==> config.mk <==
export PLATFORM = sky130hd
export DESIGN_NAME = keyed_metric_line_parser_flat
export DESIGN_NICKNAME = d
export VERILOG_FILES = /design/src/sv/kmlp_pkg.sv /design/src/sv/kmlp_byte_if.sv /design/src/sv/kmlp_metric_if.sv /design/src/sv/keyed_metric_line_parser.sv /design/src/sv/kmlp_key_lane.sv /design/src/flat_wrapper.sv
export SDC_FILE = /design/constraint.sdc
export NUM_CORES = 1
export LEC_CHECK = 0
export BUFFER_PORTS_ARGS = -buffer_cell sky130_fd_sc_hd__buf_2
export CORE_MARGIN = 2
export CORE_UTILIZATION = 35
export CTS_CLUSTER_DIAMETER = 150
export DETAILED_ROUTE_END_ITERATION = 10
export HOLD_SLACK_MARGIN = 0.12
export PLACE_DENSITY_LB_ADDON = 0.08
export SLEW_MARGIN = 20
export SYNTH_ARGS = -nofsm -noshare
export SYNTH_HDL_FRONTEND = slang
export SYNTH_SLANG_ARGS = --single-unit
==> constraint.sdc <==
create_clock -name clk_i -period 6.4 [get_ports clk_i]
set_input_delay 1.28 -clock clk_i [delete_from_list [all_inputs] [get_ports clk_i]]
set_output_delay 1.28 -clock clk_i [all_outputs]
set_load 0.01 [all_outputs]
==> src/sv/kmlp_pkg.sv <==
package kmlp_pkg;

  localparam int KEY_NUM  = 5;
  localparam int PCT_KEYS = 3;
  localparam int KEY_MAXL = 9;
  localparam int VAL_W    = 16;
  localparam int PCT_W    = 7;

  localparam logic [7:0] CH_NL    = 8'd10;
  localparam logic [7:0] CH_SEMI  = 8'h3B;
  localparam logic [7:0] CH_PLUS  = 8'h2B;
  localparam logic [7:0] CH_MINUS = 8'h2D;
  localparam logic [7:0] CH_ZERO  = 8'h30;
  localparam logic [7:0] CH_NINE  = 8'h39;
  localparam logic [7:0] CH_UP_N  = 8'h4E;
  localparam logic [7:0] CH_LO_N  = 8'h6E;
  localparam logic [7:0] CH_UP_A  = 8'h41;
  localparam logic [7:0] CH_LO_A  = 8'h61;
  localparam logic [7:0] CH_SPACE = 8'h20;
  localparam logic [7:0] CH_TAB   = 8'h09;
  localparam logic [7:0] CH_CR    = 8'h0D;

  localparam logic [7:0] PCT_MAX  = 8'd100;
  localparam logic [7:0] TEMP_MAX = 8'd199;

  // key text, left-justified and space padded to the longest key
  localparam logic [KEY_MAXL*8-1:0] KEY_TEXT [KEY_NUM] = '{
    "CPU=     ", "GPU=     ", "RAM=     ", "CPU_TEMP=", "GPU_TEMP="
  };
  localparam logic [3:0] KEY_LEN [KEY_NUM] = '{4'd4, 4'd4, 4'd4, 4'd9, 4'd9};

  typedef enum logic [1:0] {
    KS_SEARCH,
    KS_COLLECT,
    KS_DONE
  } key_status_e;

  typedef enum logic [1:0] {
    NP_WAIT,
    NP_DIGITS,
    NP_DONE
  } num_phase_e;

  typedef enum logic [2:0] {
    NA_NONE,
    NA_N,
    NA_NA,
    NA_NA_WS,
    NA_OTHER
  } na_state_e;

  typedef struct packed {
    logic              present;
    logic [VAL_W-1:0]  value;
  } lane_res_t;

  typedef struct packed {
    logic [PCT_W-1:0] cpu_load;
    logic [PCT_W-1:0] gpu_load;
    logic [PCT_W-1:0] ram_load;
    logic [VAL_W-1:0] cpu_therm;
    logic [VAL_W-1:0] gpu_therm;
  } metric_t;

  function automatic logic is_ws(input logic [7:0] c);
    return (c == CH_SPACE) || ((c >= CH_TAB) && (c <= CH_CR));
  endfunction

  function automatic logic [7:0] key_char(input logic [2:0] k, input logic [3:0] p);
    logic [KEY_MAXL*8-1:0] txt;
    logic [3:0]            r;
    txt = (k < 3'(KEY_NUM)) ? KEY_TEXT[k] : '0;
    r   = 4'(KEY_MAXL - 1) - p;
    return (p <= 4'(KEY_MAXL - 1)) ? txt[{r, 3'b000} +: 8] : 8'h00;
  endfunction

  function automatic logic [3:0] key_len(input logic [2:0] k);
    return (k < 3'(KEY_NUM)) ? KEY_LEN[k] : 4'd0;
  endfunction

endpackage

==> src/sv/kmlp_byte_if.sv <==
interface kmlp_byte_if;
  logic       valid;
  logic       ready;
  logic [7:0] rx_byte;

  modport source (output valid, output rx_byte, input ready);
  modport sink (input valid, input rx_byte, output ready);
endinterface

==> src/sv/kmlp_metric_if.sv <==
interface kmlp_metric_if;
  logic               valid;
  logic               ready;
  logic [6:0]         cpu_load;
  logic [6:0]         gpu_load;
  logic [6:0]         ram_load;
  logic signed [15:0] cpu_therm;
  logic signed [15:0] gpu_therm;

  modport source (output valid, output cpu_load, output gpu_load, output ram_load,
                  output cpu_therm, output gpu_therm, input ready);
  modport sink (input valid, input cpu_load, input gpu_load, input ram_load,
                input cpu_therm, input gpu_therm, output ready);
endinterface

==> src/sv/keyed_metric_line_parser.sv <==
// Channel  | Dir | Payload                                         | Item
// in_if    | in  | rx_byte                                         | one received byte
// out_if   | out | cpu_load gpu_load ram_load cpu_therm gpu_therm  | held values after a line
// cfg      | in  | cfg_wdata_i (unknown temperature code)          | register write
//
// One byte per cycle while in_if is ready; each byte updates the per-key matchers
// in the cycle it is accepted, and a line result appears on out_if the cycle after its
// newline when the result register is free or drains in that cycle.
// A result register plus one skid entry let bytes keep flowing while a result waits;
// in_if stalls only while the skid entry is occupied.
// Reset clears line state, held values (to 0) and sets the unknown code to -1.
module keyed_metric_line_parser
  import kmlp_pkg::*;
(
  input  logic             clk_i,
  input  logic             rst_ni,
  input  logic             cfg_we_i,
  input  logic [VAL_W-1:0] cfg_wdata_i,
  kmlp_byte_if.sink        in_if,
  kmlp_metric_if.source    out_if
);

  logic [VAL_W-1:0] unknown_q;
  logic             has_text_q, has_text_d;
  logic [PCT_W-1:0] pct_q [PCT_KEYS];
  logic [VAL_W-1:0] cpu_therm_q, gpu_therm_q;
  logic             out_valid_q, skid_valid_q;
  metric_t          out_q, skid_q, res;

  logic             accept, is_nl, byte_en, line_end, res_valid, out_free;
  lane_res_t        lane_res [KEY_NUM];

  assign in_if.ready = !skid_valid_q;
  assign accept      = in_if.valid && in_if.ready;
  assign is_nl       = in_if.rx_byte == CH_NL;
  assign byte_en     = accept && !is_nl;
  assign line_end    = accept && is_nl;
  assign res_valid   = line_end && has_text_q;
  assign out_free    = !out_valid_q || out_if.ready;

  for (genvar k = 0; k < KEY_NUM; k++) begin : g_lane
    kmlp_key_lane u_lane (
      .clk_i         (clk_i),
      .rst_ni        (rst_ni),
      .key_idx_i     (3'(k)),
      .byte_en_i     (byte_en),
      .line_end_i    (line_end),
      .byte_i        (in_if.rx_byte),
      .unknown_code_i(unknown_q),
      .res_o         (lane_res[k])
    );
  end

  always_comb begin
    has_text_d = has_text_q;
    if (line_end) has_text_d = 1'b0;
    else if (byte_en && !is_ws(in_if.rx_byte)) has_text_d = 1'b1;
  end

  // held values after this line: absent keys keep theirs
  always_comb begin
    res.cpu_load  = lane_res[0].present ? lane_res[0].value[PCT_W-1:0] : pct_q[0];
    res.gpu_load  = lane_res[1].present ? lane_res[1].value[PCT_W-1:0] : pct_q[1];
    res.ram_load  = lane_res[2].present ? lane_res[2].value[PCT_W-1:0] : pct_q[2];
    res.cpu_therm = lane_res[3].present ? lane_res[3].value : cpu_therm_q;
    res.gpu_therm = lane_res[4].present ? lane_res[4].value : gpu_therm_q;
  end

  always_ff @(posedge clk_i or negedge rst_ni) begin
    if (!rst_ni) begin
      unknown_q   <= '1;
      has_text_q  <= 1'b0;
      pct_q       <= '{default: '0};
      cpu_therm_q <= '0;
      gpu_therm_q <= '0;
    end else begin
      if (cfg_we_i) unknown_q <= cfg_wdata_i;
      has_text_q <= has_text_d;
      if (res_valid) begin
        pct_q[0]    <= res.cpu_load;
        pct_q[1]    <= res.gpu_load;
        pct_q[2]    <= res.ram_load;
        cpu_therm_q <= res.cpu_therm;
        gpu_therm_q <= res.gpu_therm;
      end
    end
  end

  // result register with one skid entry
  always_ff @(posedge clk_i or negedge rst_ni) begin
    if (!rst_ni) begin
      out_valid_q  <= 1'b0;
      skid_valid_q <= 1'b0;
    end else if (out_free) begin
      out_valid_q  <= skid_valid_q || res_valid;
      skid_valid_q <= 1'b0;
    end else if (res_valid) begin
      skid_valid_q <= 1'b1;
    end
  end

  always_ff @(posedge clk_i) begin
    if (out_free) begin
      out_q <= skid_valid_q ? skid_q : res;
    end else if (res_valid) begin
      skid_q <= res;
    end
  end

  assign out_if.valid     = out_valid_q;
  assign out_if.cpu_load  = out_q.cpu_load;
  assign out_if.gpu_load  = out_q.gpu_load;
  assign out_if.ram_load  = out_q.ram_load;
  assign out_if.cpu_therm = out_q.cpu_therm;
  assign out_if.gpu_therm = out_q.gpu_therm;

endmodule

==> src/sv/kmlp_key_lane.sv <==
module kmlp_key_lane
  import kmlp_pkg::*;
(
  input  logic             clk_i,
  input  logic             rst_ni,
  input  logic [2:0]       key_idx_i,
  input  logic             byte_en_i,
  input  logic             line_end_i,
  input  logic [7:0]       byte_i,
  input  logic [VAL_W-1:0] unknown_code_i,
  output lane_res_t        res_o
);

  key_status_e status_q, status_d;
  num_phase_e  phase_q, phase_d;
  na_state_e   na_q, na_d;
  logic [3:0]  prog_q, prog_d;
  logic [7:0]  acc_q, acc_d;
  logic        neg_q, neg_d;

  logic        ws, digit, is_temp;
  logic [3:0]  dval;
  logic [11:0] acc_next;
  logic [3:0]  prog_inc;
  logic [7:0]  lim, mag;

  assign ws       = is_ws(byte_i);
  assign digit    = (byte_i >= CH_ZERO) && (byte_i <= CH_NINE);
  assign dval     = 4'(byte_i - CH_ZERO);
  assign acc_next = {1'b0, acc_q, 3'b000} + {3'b000, acc_q, 1'b0} + {8'h00, dval};
  assign prog_inc = prog_q + 4'd1;
  assign is_temp  = key_idx_i >= 3'(PCT_KEYS);

  // next-state logic
  always_comb begin
    status_d = status_q;
    phase_d  = phase_q;
    na_d     = na_q;
    prog_d   = prog_q;
    acc_d    = acc_q;
    neg_d    = neg_q;
    if (line_end_i) begin
      status_d = KS_SEARCH;
      phase_d  = NP_WAIT;
      na_d     = NA_NONE;
      prog_d   = '0;
      acc_d    = '0;
      neg_d    = 1'b0;
    end else if (byte_en_i) begin
      case (status_q)
        KS_SEARCH: begin
          if ((prog_q < key_len(key_idx_i)) && (byte_i == key_char(key_idx_i, prog_q))) begin
            if (prog_inc == key_len(key_idx_i)) begin
              status_d = KS_COLLECT;
              prog_d   = '0;
            end else begin
              prog_d = prog_inc;
            end
          end else begin
            prog_d = (byte_i == key_char(key_idx_i, 4'd0)) ? 4'd1 : 4'd0;
          end
        end
        KS_COLLECT: begin
          if (byte_i == CH_SEMI) begin
            status_d = KS_DONE;
          end else begin
            case (phase_q)
              NP_WAIT: begin
                if ((byte_i == CH_PLUS) || (byte_i == CH_MINUS)) begin
                  neg_d   = byte_i == CH_MINUS;
                  phase_d = NP_DIGITS;
                end else if (digit) begin
                  acc_d   = {4'h0, dval};
                  phase_d = NP_DIGITS;
                end else if (!ws) begin
                  phase_d = NP_DONE;
                end
              end
              NP_DIGITS: begin
                if (digit) begin
                  acc_d = (acc_next > 12'd255) ? 8'd255 : acc_next[7:0];
                end else begin
                  phase_d = NP_DONE;
                end
              end
              default: ;
            endcase
            case (na_q)
              NA_NONE: begin
                if ((byte_i == CH_UP_N) || (byte_i == CH_LO_N)) na_d = NA_N;
                else if (!ws) na_d = NA_OTHER;
              end
              NA_N:     na_d = ((byte_i == CH_UP_A) || (byte_i == CH_LO_A)) ? NA_NA : NA_OTHER;
              NA_NA:    na_d = ws ? NA_NA_WS : NA_OTHER;
              NA_NA_WS: if (!ws) na_d = NA_OTHER;
              default: ;
            endcase
          end
        end
        default: ;
      endcase
    end
  end

  // value for the line that ends now
  always_comb begin
    lim = is_temp ? TEMP_MAX : PCT_MAX;
    mag = neg_q ? 8'd0 : acc_q;
    res_o.present = status_q != KS_SEARCH;
    if (is_temp && (na_q != NA_N) && (na_q != NA_OTHER)) begin
      res_o.value = unknown_code_i;
    end else begin
      res_o.value = {8'h00, (mag > lim) ? lim : mag};
    end
  end

  always_ff @(posedge clk_i or negedge rst_ni) begin
    if (!rst_ni) begin
      status_q <= KS_SEARCH;
      phase_q  <= NP_WAIT;
      na_q     <= NA_NONE;
      prog_q   <= '0;
      acc_q    <= '0;
      neg_q    <= 1'b0;
    end else begin
      status_q <= status_d;
      phase_q  <= phase_d;
      na_q     <= na_d;
      prog_q   <= prog_d;
      acc_q    <= acc_d;
      neg_q    <= neg_d;
    end
  end

endmodule
==> src/flat_wrapper.sv <==
// flat-port wrapper written by rule: the top's interface ports become plain ports
module keyed_metric_line_parser_flat import kmlp_pkg::*;
  (clk_i, rst_ni, cfg_we_i, cfg_wdata_i, in_if_valid, in_if_rx_byte, in_if_ready, out_if_valid, out_if_cpu_load, out_if_gpu_load, out_if_ram_load, out_if_cpu_therm, out_if_gpu_therm, out_if_ready);
  kmlp_byte_if in_if_i ();
  kmlp_metric_if out_if_i ();
  input  logic clk_i;
  input  logic rst_ni;
  input  logic cfg_we_i;
  input  logic [VAL_W-1:0] cfg_wdata_i;
  input wire logic [$bits(in_if_i.valid)-1:0] in_if_valid;
  input wire logic [$bits(in_if_i.rx_byte)-1:0] in_if_rx_byte;
  output wire logic [$bits(in_if_i.ready)-1:0] in_if_ready;
  output wire logic [$bits(out_if_i.valid)-1:0] out_if_valid;
  output wire logic [$bits(out_if_i.cpu_load)-1:0] out_if_cpu_load;
  output wire logic [$bits(out_if_i.gpu_load)-1:0] out_if_gpu_load;
  output wire logic [$bits(out_if_i.ram_load)-1:0] out_if_ram_load;
  output wire logic [$bits(out_if_i.cpu_therm)-1:0] out_if_cpu_therm;
  output wire logic [$bits(out_if_i.gpu_therm)-1:0] out_if_gpu_therm;
  input wire logic [$bits(out_if_i.ready)-1:0] out_if_ready;
  assign in_if_i.valid = in_if_valid;
  assign in_if_i.rx_byte = in_if_rx_byte;
  assign in_if_ready = in_if_i.ready;
  assign out_if_valid = out_if_i.valid;
  assign out_if_cpu_load = out_if_i.cpu_load;
  assign out_if_gpu_load = out_if_i.gpu_load;
  assign out_if_ram_load = out_if_i.ram_load;
  assign out_if_cpu_therm = out_if_i.cpu_therm;
  assign out_if_gpu_therm = out_if_i.gpu_therm;
  assign out_if_i.ready = out_if_ready;
  keyed_metric_line_parser u_core (.clk_i(clk_i), .rst_ni(rst_ni), .cfg_we_i(cfg_we_i), .cfg_wdata_i(cfg_wdata_i), .in_if(in_if_i), .out_if(out_if_i));
endmodule
; ---- Word level (Yosys, flattened, before mapping)
; Index checks and enable logic that the tools add are counted.
[word_totals]
reg_bits = 269
[op_classes]
shift = 5
n_bitwise = 1
n_addsub = 21
reduce_logical = 100
magnitude_cmp = 24
mux = 189
n_eq_ne = 83
[ops]
columns = cell, n
row1 = indexed part select 72 x 8 -> 8 bit (first input constant), 5
row2 = 2-to-1 mux 8 bit, 44
row3 = 2-to-1 mux 4 bit, 25
row4 = 2-to-1 mux 2 bit, 45
row5 = case mux 8 bit (2 select lines), 5
row6 = != test 3 x 2 -> 1 bit (second input constant), 23
row7 = 2-to-1 mux 16 bit, 4
row8 = adder 11 x 9 -> 12 bit, 5
row9 = adder 12 x 4 -> 12 bit, 5
row10 = greater-than comparator 12 x 8 -> 1 bit (second input constant), 5
row11 = == test 8 x 7 -> 1 bit (second input constant), 7
row12 = 2-to-1 mux 53 bit, 1
row13 = AND reduction 5 bit, 10
row14 = nonzero test 2 bit, 24
row15 = 2-to-1 mux 3 bit, 14
row16 = 2-to-1 mux 7 bit, 6
row17 = != test 3 x 1 -> 1 bit (second input constant), 14
row18 = == test 8 bit, 5
row19 = case mux 2 bit (2 select lines), 10
row20 = AND reduction 7 bit, 5
row21 = 2-to-1 mux 1 bit, 33
row22 = == test 8 x 6 -> 1 bit (second input constant), 4
row23 = AND reduction 6 bit, 5
row24 = nonzero test 3 bit, 10
row25 = 32 further kinds, 109

; ---- Depth between registers and ports, before layout
; Gate-level depths: netlist of the first run.
[depth]
word_depth = 11
ltp_mapped = 12
ltp_nobuf = 11

; ---- Cells and area by module
; A second synthesis of the first run with hierarchy kept.
[unflattened]
hier_cells = 2203
hier_area_um2 = 21455.6
[by_module_without_submodules]
columns = module, area_each_um2, cells_per_inst, seq_area_each_um2, instances
row1 = keyed_metric_line_parser, 7464.7, 401, 5004.8, 1
row2 = kmlp_key_lane (u_core.g_lane[0].u_lane ...), 2831.5, 360, 500.5, 2
row3 = kmlp_key_lane (u_core.g_lane[2].u_lane), 2797.7, 362, 500.5, 1
row4 = kmlp_key_lane (u_core.g_lane[4].u_lane), 2797.7, 365, 500.5, 1
row5 = kmlp_key_lane (u_core.g_lane[3].u_lane), 2732.6, 355, 500.5, 1

; ---- Worst setup path before layout of the first run
; OpenSTA, ideal clock, no wires.
[synth_path]
path_type = input to register
start = in out_if_ready
end = reg u_core.skid_q[0] (netlist bit) (enable)
path_slack_ns = 0.952
n_path_buf = 0
cell_stages = 2
required_time_ns = 5.936
arrival_time_ns = 4.984
setup_time_ns = 0.464
cell_sequence = nand2b_1 nor2_1
[synth_between]
elab_chain_cells = 3
[synth_lines]
columns = item, line_no
row1 = from (decl), flat_wrapper.sv:19  ; input wire logic [$bits(out_if_i.ready)-1:0] out_if_ready;
row2 = logical OR 1 bit, keyed_metric_line_parser.sv:39  ; assign out_free = !out_valid_q || out_if.ready;
row3 = NOT 1 bit (no line), n/a
row4 = AND reduction 2 bit (no line), n/a
row5 = to (signal assigned), keyed_metric_line_parser.sv:106  ; skid_q <= res;
row6 = to (decl), keyed_metric_line_parser.sv:28  ; metric_t out_q, skid_q, res;
; Every way passes these cells.
; A chain may end at the register's enable or synchronous reset.

; ---- Worst setup path in the final report of the first run
[layout_path]
start = in in_if_rx_byte[3]
end = reg u_core.g_lane[1].u_lane.acc_q[2]
[layout_between]
elab_chain_cells = 10
elab_cells_between_ends = 29
cone_classes = add/sub (2) / order compare (3) / eq/ne (8) / mux (7) / reduce/logical (9)
[layout_lines]
columns = item, line_no
row1 = from (decl), flat_wrapper.sv:11  ; input wire logic [$bits(in_if_i.rx_byte)-1:0] in_if_rx_byte;
row2 = subtractor 4 x 1 -> 4 bit, kmlp_key_lane.sv:29  ; assign dval = 4'(byte_i - CH_ZERO);
row3 = adder 12 x 4 -> 12 bit, kmlp_key_lane.sv:30  ; assign acc_next = {1'b0, acc_q, 3'b000} + {3'b000, acc_q, 1'b0} + {8'h00, dval};
row4 = greater-than comparator 12 x 8 -> 1 bit, kmlp_key_lane.sv:81  ; acc_d = (acc_next > 12'd255) ? 8'd255 : acc_next[7:0];
row5 = 2-to-1 mux 8 bit, kmlp_key_lane.sv:81
row6 = 2-to-1 mux 8 bit, kmlp_key_lane.sv:80  ; if (digit) begin
row7 = case mux 8 bit (2 select lines), kmlp_key_lane.sv:67  ; case (phase_q)
row8 = 2-to-1 mux 8 bit, kmlp_key_lane.sv:64  ; if (byte_i == CH_SEMI) begin
row9 = 2-to-1 mux 8 bit, kmlp_key_lane.sv:50  ; case (status_q)
row10 = 2-to-1 mux 8 bit, kmlp_key_lane.sv:49  ; end else if (byte_en_i) begin
row11 = 2-to-1 mux 8 bit, kmlp_key_lane.sv:42  ; if (line_end_i) begin
row12 = to (signal assigned), kmlp_key_lane.sv:123  ; acc_q <= '0;
row13 = to (signal assigned), kmlp_key_lane.sv:130  ; acc_q <= acc_d;
row14 = to (decl), kmlp_key_lane.sv:18  ; logic [7:0] acc_q, acc_d;
; Several ways; a longest one is shown, not always the timed one. The select of a mux whose other input is x is not followed.

==> metrics.txt, run 1 <==
Die H=between 200 and 250 um; Startpoint Class=input pin; buffer levels on the longest clock path=3; relative max-transition margin=31.15%; filler instances=~4,500; Nets=approximately 1,900; CTS tree=yes; Hold Crit Class=flop to flop; antenna diode count=0; post-CTS clock slew at the launch and capture registers of the worst setup and hold paths=~0.050 ns; final instance area=between 15,000 and 20,000 um^2; first-pass detailed-route iteration total=4; placeable core region=between 40,000 and 50,000 um^2; Final setup viols=0; number of core rows=between 70 and 80; RePlAce Congestion=0.8058; Via-to-Cell Ratio=5.354; number of synthesized register bits=around 270; I/O pins=84; sequential cell area=between 7000 and 8000 um^2; clock sink total=about 270; floorplan die area=47,660 um^2; final-report max-slew violation count=0; Seq/Total Area, Yosys=45.30%; initial antenna violation count=0; routed len/inst=18.53 um; clock tree skew after final layout=~0.018 ns; Final Routed Wirelength=between 40,000 and 50,000 um; number of enable flip-flop cells after synthesis=106; post-detail-place hpwl=a little under 30,000 um; prevailing post-synth register cell=dfrtp_1; CP Data Required Time=6.78 ns; number of hold violations in the final report=0; area taken by multi-input logic gates=about 8300 um^2; kind of end point of the critical path=flop; proportion of layout cells with a drive suffix above 1=~15%; number of H-tree levels=2; cell leakage power=just over 8 nW; detailed router's first-iteration violation count=756; Final Cycle Share=between 60% and 70%; Hold Crit Depth=2; transition time of the tightest slew-check pin=1.029 ns; vias in the first global route=around 12,000; Total GRT Usage=18.48%; number of nets in the synthesized netlist=around 1,800; R2R cell count=10; starting density of the core=a little over a third; post-synthesis to final-layout area growth=13.12%; source-to-sink clock delay at the later pin of the worst-skew pair=0.54 ns; synthesized instance count=~1,600; worst ir drop on vdd=roughly 180 uV; cts bufs inserted=36; setup_tns=0 ns; synthesized area per cell=9.773 um^2; Yosys warnings=0; Synth async-reset ratio=60.59%; clock root buffer=clkbuf_16; Resized cells post-CTS=0; total standard cell area after synthesis=between 15,000 and 20,000 um^2; Max Clock Freq=roughly 250 MHz; number of port buffers=83; Min Clock Period, post-route=roughly 4 ns; pin count of the biggest net entering global routing=just over 90; DRC=0; area of placed instances=between 15,000 and 20,000 um^2; type of the worst setup path=input pin to flop; final global-route overflow total=0; RSZ-0062 raised after global routing=false; minimum setup slack among reg-to-reg paths=~2.8 ns; hold buffer count at CTS=0; crit-path max FO=26; result of the run=complete, no violations; Horiz. Die Dim=about 220 um; number of violations of the max-capacitance limit=0; DR vias=about 12,000; count of unique library cells instantiated by Yosys=between 80 and 90; power per cell area=219.8 nW/um^2; number of setup buffers added after CTS=0; global-route wire length before repair=between 60,000 and 70,000 um; utilization of the core after routing=40.07%; antenna viol nets, final=0; data arrival time of the critical path=4.36 ns
[cells in the mapped netlist, types with 6 or more instances]
| cell | n | area [um^2] |
|---|---|---|
| a22o_1 | 26 | 227.7 |
| a32o_1 | 11 | 110.1 |
| mux2i_1 | 13 | 130.1 |
| edfxtp_1 | 106 | 3183 |
| mux2_2 | 71 | 799.5 |
| buf_2 | 6 | 30.03 |
| nor2b_1 | 16 | 100.1 |
| a31oi_1 | 22 | 137.6 |
| a211oi_1 | 12 | 90.09 |
| a21o_1 | 11 | 82.58 |
| or3_1 | 8 | 50.05 |
| nor4_1 | 16 | 100.1 |
| o32ai_1 | 6 | 52.55 |
| o21ai_0 | 138 | 690.7 |
| nand2b_1 | 27 | 168.9 |
| nor3b_1 | 9 | 67.56 |
| xnor2_1 | 25 | 219.0 |
| buf_1 | 8 | 30.03 |
| ha_1 | 104 | 1301 |
| o21a_1 | 10 | 75.07 |
| o211ai_1 | 10 | 75.07 |
| and2_1 | 9 | 56.30 |
| a21oi_1 | 75 | 375.4 |
| o21bai_1 | 9 | 67.56 |
| nand2_1 | 279 | 1047 |
| nor3_1 | 44 | 220.2 |
| dfstp_2 | 16 | 420.4 |
| o22ai_1 | 7 | 43.79 |
| fa_1 | 10 | 200.2 |
| inv_1 | 54 | 202.7 |
| clkbuf_1 | 61 | 229.0 |
| o31ai_1 | 23 | 172.7 |
| xor2_1 | 15 | 131.4 |
| nand4_1 | 7 | 43.79 |
| nor2_1 | 107 | 401.6 |
| nor4b_1 | 9 | 78.83 |
| dfrtp_1 | 147 | 3679 |
| nand3_1 | 23 | 115.1 |
[stage by stage]
stage | hold slack, ns | power (mW) | setup WS, ns | cells
3_5_place_dp | 0.4619 | 2.121 | 1.806 | 2269
3_3_place_gp | 0.4565 | 2.121 | 1.827 | 2269
4_1_cts | 0.4750 | 4.064 | 2.373 | 2331
2_1_floorplan | 0.4456 | 2.020 | 0.9524 | 1645
5_1_grt | 0.4918 | 4.164 | 2.148 | 2331
6_report | 0.4716 | 3.998 | 2.417 | 2331
[critical path, stage by stage]
cell and delay, ns:
buf_2 0.55, fa_1 0.56, fa_1 0.49, a211oi_1 0.23, o21bai_1 0.11, a21oi_1 0.26
mux2i_1 0.11, a221o_1 0.43, o32ai_1 0.22, o21ai_0 0.10
[flip-flops by register name, indices dropped and copies added (netlist names)]
| signal | count |
|---|---|
| u_core.g_lane.u_lane.phase_q | 10 |
| u_core.out_if.gpu_therm | 16 |
| u_core.pct_q | 21 |
| u_core.out_if.ram_load | 7 |
| u_core.skid_valid_q | 1 |
| u_core.g_lane.u_lane.neg_q | 5 |
| u_core.g_lane.u_lane.na_q | 6 |
| u_core.skid_q | 53 |
| u_core.out_if.cpu_therm | 16 |
| u_core.has_text_q | 1 |
| u_core.cpu_therm_q | 16 |
| u_core.g_lane.u_lane.status_q | 10 |
| u_core.unknown_q | 16 |
| u_core.g_lane.u_lane.prog_q | 20 |
| u_core.out_if.valid | 1 |
| u_core.out_if.cpu_load | 7 |
| u_core.gpu_therm_q | 16 |
| u_core.out_if.gpu_load | 7 |
| u_core.g_lane.u_lane.acc_q | 40 |
[per-layer routing]
layer  up-vias  part of all wire, %  track usage, %
met2       223                   45           30.11
li1       6138                    -               -
met5         -                    0               0
met4         0                  1.7           4.943
met3        47                  3.9           2.380
met1      6073                   49           25.84
[path summary, 6_finish.rpt]
check,endpoint,startpoint
max in group asynchronous,u_core.cpu_therm_q[14]$_DFFE_PN0P_,rst_ni
min in group asynchronous,u_core.g_lane[4].u_lane.prog_q[1]$_DFFE_PN0P_,rst_ni
worst min-delay path,u_core.gpu_therm_q[9]$_DFFE_PN0P_,u_core.gpu_therm_q[9]$_DFFE_PN0P_
worst max register to register,u_core.g_lane[3].u_lane.prog_q[0]$_DFFE_PN0P_,u_core.g_lane[3].u_lane.prog_q[0]$_DFFE_PN0P_
worst min register to register,u_core.gpu_therm_q[9]$_DFFE_PN0P_,u_core.gpu_therm_q[9]$_DFFE_PN0P_
worst max-delay path,u_core.g_lane[1].u_lane.acc_q[2]$_DFFE_PN0P_,in_if_rx_byte[3]
[final cells by class]
class / count / area share [%]
inverter: 54 / 1.115
clock buffer: 50 / 5.353
sequential: 269 / 40.04
timing repair buffer: 103 / 3.144
clock inverter: 12 / 0.6880
multi-input combinational: 1243 / 45.53
tap: 600 / 4.128
[where the power goes]
part           switching [mW]  internal, mW  leakage (nW)
logic                   0.148        0.0856          4.28
clock network           0.769          1.14         0.535
registers              0.0363          1.82          3.46
total                   0.954          3.04          8.27
[logic make-up after synthesis]
family	after synthesis	share of synthesized area (%)
AO/OA/AOI/OAI	417	16.97
XOR/XNOR	40	2.179
flip-flops	269	45.30
AND/OR/NAND/NOR	588	17.07
adder cells (fa/ha/maj)	114	9.339
buffers and inverters	133	3.370
multiplexers	84	5.783
[layout by cell type, fill, tap and decap left out, drive strengths merged, types with 25 or more instances in the layout]
master | Yosys | final
a21oi | 75 | 75
a22o | 26 | 26
buf | 16 | 103
clkbuf | 63 | 50
dfrtp | 147 | 147
edfxtp | 106 | 106
ha | 104 | 104
inv | 54 | 55
mux2 | 71 | 71
nand2 | 280 | 280
nand2b | 27 | 27
nor2 | 107 | 107
nor3 | 46 | 46
o21ai | 142 | 142
xnor2 | 25 | 25
Note: power is estimated with default switching activity, not from simulation.
==> run 2: changes to the inputs <==
- clock period: 6.4 -> 3.2 ns (I/O delays scaled with it)
==> metrics.txt, run 2 (synthesis results as in run 1) <==
max FFs per register=53; first-pass detailed-route iteration total=5; relative max-transition margin=between 30% and 40%; Clk network pwr share=between 40% and 50%; Switch Pwr=1.978 mW; utilization of the core after routing=41.77%; sequential cell fraction of total power=45.5%; post-CTS clock slew at the launch and capture registers of the worst setup and hold paths=roughly 0.06 ns; kind of end point of the critical path=flop; post-synthesis to final-layout area growth=17.91%; Total GRT Usage=around a fifth; number of port buffers=83; final non-filler cell total=between 2,000 and 2,500; antenna viol nets, final=0; largest registers=u_core.skid_q: 53 flops, u_core.g_lane.u_lane.acc_q: 40 flops, u_core.pct_q: 21 flops; Startpoint Class=flop; number of hold violations in the final report=0; global-route wire length before repair=between 70,000 and 80,000 um; clock root buffer=clkbuf_16; buffer levels on the longest clock path=3; Final setup viols=0; DRC=0; Die H=approximately 220 um; starting density of the core=a little over a third; design internal power=between 6 and 7 mW; Final Cycle Share=between 90% and 100%; clock tree skew after final layout=0.02501 ns; part of the total power dissipated in combinational logic=between 6 and 7%; final global-route overflow total=0; clock sink total=269; Switching Share=about a quarter; transition time of the tightest slew-check pin=approximately 0.97 ns; vias in the first global route=between 10,000 and 15,000; proportion of layout cells with a drive suffix above 1=between 10% and 20%; cts bufs inserted=36; source-to-sink clock delay at the later pin of the worst-skew pair=0.55 ns; data arrival time of the critical path=3.33 ns; pin count of the biggest net entering global routing=59; routed len/inst=18.85 um; Horiz. Die Dim=about 220 um; Via-to-Cell Ratio=between 5 and 6; leading cell type in the layout, fill and taps excluded=nand2_1; placement-stage worst setup slack=-0.2535 ns; floorplan die area=47,660 um^2; DR vias=approximately 13,000; detailed router's first-iteration violation count=about 840; antenna diode count=0; filler instances=4,465; I/O pins=between 80 and 90; type of the worst setup path=flop to flop; final-report max-slew violation count=0; placeable core region=around 45,000 um^2; most used cells in the layout excluding fill and tap cells=nand2_1 (278), dfrtp_1 (147), o21ai_0 (138), edfxtp_1 (106), nor2_1 (105); Final Routed Wirelength=between 40,000 and 50,000 um; number of violations of the max-capacitance limit=0; Hold Crit Class=input pin to flop; Min Clock Period, post-route=between 2 and 3 ns; number of H-tree levels=2; crit-path max FO=5; RePlAce Congestion=roughly 0.85; post-detail-place hpwl=between 30,000 and 40,000 um; cell leakage power=between 8 and 9 nW; Setup WS post-layout=around 0.25 ns; RSZ-0062 raised after global routing=false; number of core rows=just under 80; Placed Cells incl. Taps=2,352; worst ir drop on vdd=~400 uV; hold slack final=0.3319 ns; CP Data Required Time=about 3.6 ns; Nets=around 1,900; Biggest register=u_core.skid_q; power per cell area=~430 nW/um^2; Max Clock Freq=roughly 340 MHz; result of the run=complete, no violations; initial antenna violation count=0; CTS tree=yes
run 2: layer usage:
metal / track usage [%] / wire (um) / part of all wire [%]
met5: 0 / 0 / 0
met4: 5.079 / 978 / 2.1
met3: 2.923 / 1756 / 3.9
met2: 31.46 / 20830 / 46
met1: 27.19 / 22040 / 48
run 2: final timing paths:
check | from | end | slack, ns | depth (start not counted)
worst max register to register | u_core.g_lane[1].u_lane.acc_q[0]$_DFFE_PN0P_ | u_core.g_lane[1].u_lane.acc_q[2]$_DFFE_PN0P_ | 0.25 | 9
max in group asynchronous | rst_ni | u_core.unknown_q[11]$_DFFE_PN1P_ | 1.76 | 3
worst min-delay path | cfg_wdata_i[13] | u_core.unknown_q[13]$_DFFE_PN1P_ | 0.33 | 2
min in group asynchronous | rst_ni | u_core.g_lane[0].u_lane.acc_q[5]$_DFFE_PN0P_ | 0.68 | 2
worst max-delay path | u_core.g_lane[1].u_lane.acc_q[0]$_DFFE_PN0P_ | u_core.g_lane[1].u_lane.acc_q[2]$_DFFE_PN0P_ | 0.25 | 9
worst min register to register | u_core.gpu_therm_q[12]$_DFFE_PN0P_ | u_core.gpu_therm_q[12]$_DFFE_PN0P_ | 0.47 | 2
run 2: final cells by class:
class | count | area [um^2] | share of cell area, %
Multi-Input combinational cell | 1243 | 8273 | 43.64
Sequential cell | 269 | 7282 | 38.42
Timing Repair Buffer | 189 | 1308 | 6.898
Clock buffer | 47 | 972.2 | 5.129
Tap cell | 600 | 750.7 | 3.960
Inverter | 54 | 202.7 | 1.069
Clock inverter | 18 | 167.7 | 0.8845
run 2: power by group through the flow:
stage	clock [mW]	sequential, mW	combinational (mW)
floorplan	0	3.73	0.309
global placement	0	3.76	0.527
detailed placement	0	3.76	0.531
CTS	4.03	3.70	0.535
global route	4.15	3.70	0.591
finish	3.91	3.70	0.527
run 2: worst max-delay path, stage by stage, from the launching register on:
cell      delay (ns)
dfrtp_1         0.40
fa_1            0.52
fa_1            0.46
a211oi_1        0.21
o21bai_1        0.12
a21oi_2         0.20
mux2i_1         0.10
a221o_1         0.44
o32ai_1         0.24
o21ai_0         0.12
run 2: what timing repair did:
item,4_1_cts,5_1_grt
hold buffers,1,0
resized for setup,0,2
hold endpoints to repair,6,0
endpoints found under the setup margin,0,5
setup buffers,0,2
run 2: metrics by stage:
stage | total power [mW] | TNS [ns] | area (um^2)
after global placement | 4.290 | -4.422 | 17790
after global routing | 8.446 | 0 | 18960
after CTS | 8.263 | 0 | 18940
final | 8.132 | 0 | 18960
after floorplan | 4.040 | 0 | 16090
after detailed placement | 4.293 | -6.134 | 17790
==> run 3: changes to the inputs <==
- CORE_MARGIN: 2 -> default
==> metrics.txt, run 3 (synthesis results as in run 1) <==
first-pass detailed-route iteration total=5; Nets=1,932; CTS tree=yes; global-route wire length before repair=between 70,000 and 80,000 um; GR met2 Demand/Resource=between 30% and 40%; hold slack final=0.1128 ns; max FFs per register=53; number of hold violations in the final report=0; I/O pins=84; number of H-tree levels=2; starting density of the core=between 30% and 40%; clock root buffer=clkbuf_16; vias in the first global route=12,790; transition time of the tightest slew-check pin=just under 0.8 ns; Final Routed Wirelength=~44,000 um; final global-route overflow total=0; R2R cell count=9; Max stage delay cell, worst path=fa_1; post-synthesis to final-layout area growth=17.80%; Clk network pwr share=between 40% and 50%; kind of end point of the critical path=flop; number of core rows=78; routed len/inst=~18 um; DR vias=around 13,000; worst ir drop on vdd=326.6 uV; proportion of layout cells with a drive suffix above 1=~19%; Biggest register=u_core.skid_q; setup_tns=0 ns; final-report max-slew violation count=0; Max Clock Freq=between 300 and 400 MHz; floorplan die area=~47,000 um^2; reg-to-reg critical path endpoint=u_core.g_lane[1].u_lane.acc_q[2]$_DFFE_PN0P_; number of port buffers=83; Die H=roughly 220 um; placement-stage worst setup slack=-0.3034 ns; launching point of the worst reg2reg path=u_core.g_lane[1].u_lane.acc_q[0]$_DFFE_PN0P_; Startpoint Class=flop; Final setup viols=0; crit-path max FO=5; DRC=0; sequential cell fraction of total power=approximately 45%; Switch Pwr=just under 2 mW; utilization of the core after routing=between 40% and 50%; power per cell area=between 400 and 500 nW/um^2; placeable core region=around 45,000 um^2; Total GRT Usage=about 19%; cell leakage power=around 8.7 nW; antenna viol nets, final=0; pin count of the biggest net entering global routing=70; relative max-transition margin=46.81%; type of the worst setup path=flop to flop; Placed Cells incl. Taps=between 2,000 and 2,500; GRT Max-Usage Layer=met2; antenna diode count=0; detailed router's first-iteration violation count=between 700 and 800; most used cells in the layout excluding fill and tap cells=nand2_1 (278), dfrtp_1 (147), o21ai_0 (138), edfxtp_1 (106), nor2_1 (105); clock sink total=between 200 and 300; Min Clock Period, post-route=around 3 ns; Horiz. Die Dim=about 220 um; largest registers=u_core.skid_q: 53 flops, u_core.g_lane.u_lane.acc_q: 40 flops, u_core.pct_q: 21 flops; source-to-sink clock delay at the later pin of the worst-skew pair=roughly 0.54 ns; RSZ-0062 raised after global routing=false; result of the run=complete, no violations; filler instances=approximately 4,500; Bufs and invs on worst path=0; met3 global-route usage=under 10%; clock tree skew after final layout=0.01748 ns; leading cell type in the layout, fill and taps excluded=nand2_1; Setup WS post-layout=0.1900 ns; cts bufs inserted=35; minimum setup slack among reg-to-reg paths=0.19 ns; sequence of cells on the critical path=fa_1 > fa_2 > a211oi_1 > o21bai_1 > a21oi_2 > mux2i_1 > a221o_1 > o32ai_1 > o21ai_0; CP Data Required Time=approximately 3.6 ns; final non-filler cell total=~2,400; hold buffer count at CTS=0; RePlAce Congestion=about 0.86; global-route track usage on met1=between 20% and 30%; Via-to-Cell Ratio=between 5 and 6; part of the total power dissipated in combinational logic=about 6.4%; Final Cycle Share=94.06%; initial antenna violation count=1; post-CTS clock slew at the launch and capture registers of the worst setup and hold paths=around 0.06 ns; CP peak stage delay=roughly 0.54 ns; design internal power=6.301 mW; Hold Crit Class=input pin to async pin; cell type group with the largest total delay on the critical path=compound AO/OA/AOI/OAI gates; buffer levels on the longest clock path=3; Switching Share=approximately a quarter; post-detail-place hpwl=between 30,000 and 40,000 um; number of violations of the max-capacitance limit=0; data arrival time of the critical path=around 3.4 ns
==> run 3: routing by layer <==
layer / share of wire (%) / vias up
met3: 4.1 / 53
met4: 1.8 / 2
met2: 46 / 230
met1: 48 / 6251
li1: - / 6303
met5: 0.029 / -
==> run 3: worst register-to-register path: cells and delay by family, from the launching register on <==
| kind | cells | cell delay (ns) |
|---|---|---|
| multiplexers | 1 | 0.10 |
| adder cells (fa/ha/maj) | 2 | 0.98 |
| flip-flops | 1 | 0.40 |
| AO/OA/AOI/OAI | 6 | 1.36 |
==> run 3: final cells by class <==
| class | count | area (um^2) | share of cell area (%) |
|---|---|---|---|
| Multi-Input combinational cell | 1243 | 8284 | 43.74 |
| Sequential cell | 269 | 7282 | 38.45 |
| Timing Repair Buffer | 186 | 1232 | 6.508 |
| Clock buffer | 49 | 1011 | 5.338 |
| Tap cell | 600 | 750.7 | 3.964 |
| Inverter | 54 | 202.7 | 1.070 |
| Clock inverter | 15 | 175.2 | 0.9249 |
==> run 3: worst max path at each step <==
stage                                                              from                                            end  slack [ns]  cells after the start
after floorplan           u_core.g_lane[3].u_lane.prog_q[0]$_DFFE_PN0P_  u_core.g_lane[3].u_lane.prog_q[0]$_DFFE_PN0P_        0.03                     12
after global placement                                 in_if_rx_byte[3]   u_core.g_lane[3].u_lane.acc_q[6]$_DFFE_PN0P_       -0.27                     12
after detailed placement                               in_if_rx_byte[3]   u_core.g_lane[1].u_lane.acc_q[2]$_DFFE_PN0P_       -0.30                     10
after CTS                  u_core.g_lane[1].u_lane.acc_q[0]$_DFFE_PN0P_   u_core.g_lane[1].u_lane.acc_q[2]$_DFFE_PN0P_         0.1                      9
after global routing       u_core.g_lane[4].u_lane.acc_q[0]$_DFFE_PN0P_   u_core.g_lane[4].u_lane.acc_q[2]$_DFFE_PN0P_        0.01                     10
final                      u_core.g_lane[1].u_lane.acc_q[0]$_DFFE_PN0P_   u_core.g_lane[1].u_lane.acc_q[2]$_DFFE_PN0P_        0.19                      9
==> run 3: stage by stage <==
step	instance area, um^2	total power, mW
finish	18940	8.260
global route	18940	8.593
CTS	18910	8.388
detailed placement	17730	4.291
global placement	17730	4.288
floorplan	16090	4.040
==> run 3: power by group through the flow <==
| stage | Combinational (mW) | Sequential, mW | Clock, mW |
|---|---|---|---|
| 2_1_floorplan | 0.309 | 3.73 | 0 |
| 3_3_place_gp | 0.528 | 3.76 | 0 |
| 3_5_place_dp | 0.531 | 3.76 | 0 |
| 4_1_cts | 0.534 | 3.69 | 4.16 |
| 5_1_grt | 0.593 | 3.70 | 4.30 |
| 6_report | 0.526 | 3.69 | 4.04 |
==> run 3: what timing repair did <==
item / CTS / global route
buffers inserted: 0 / 1
resized for setup: 0 / 4
endpoints found under the setup margin: 0 / 12
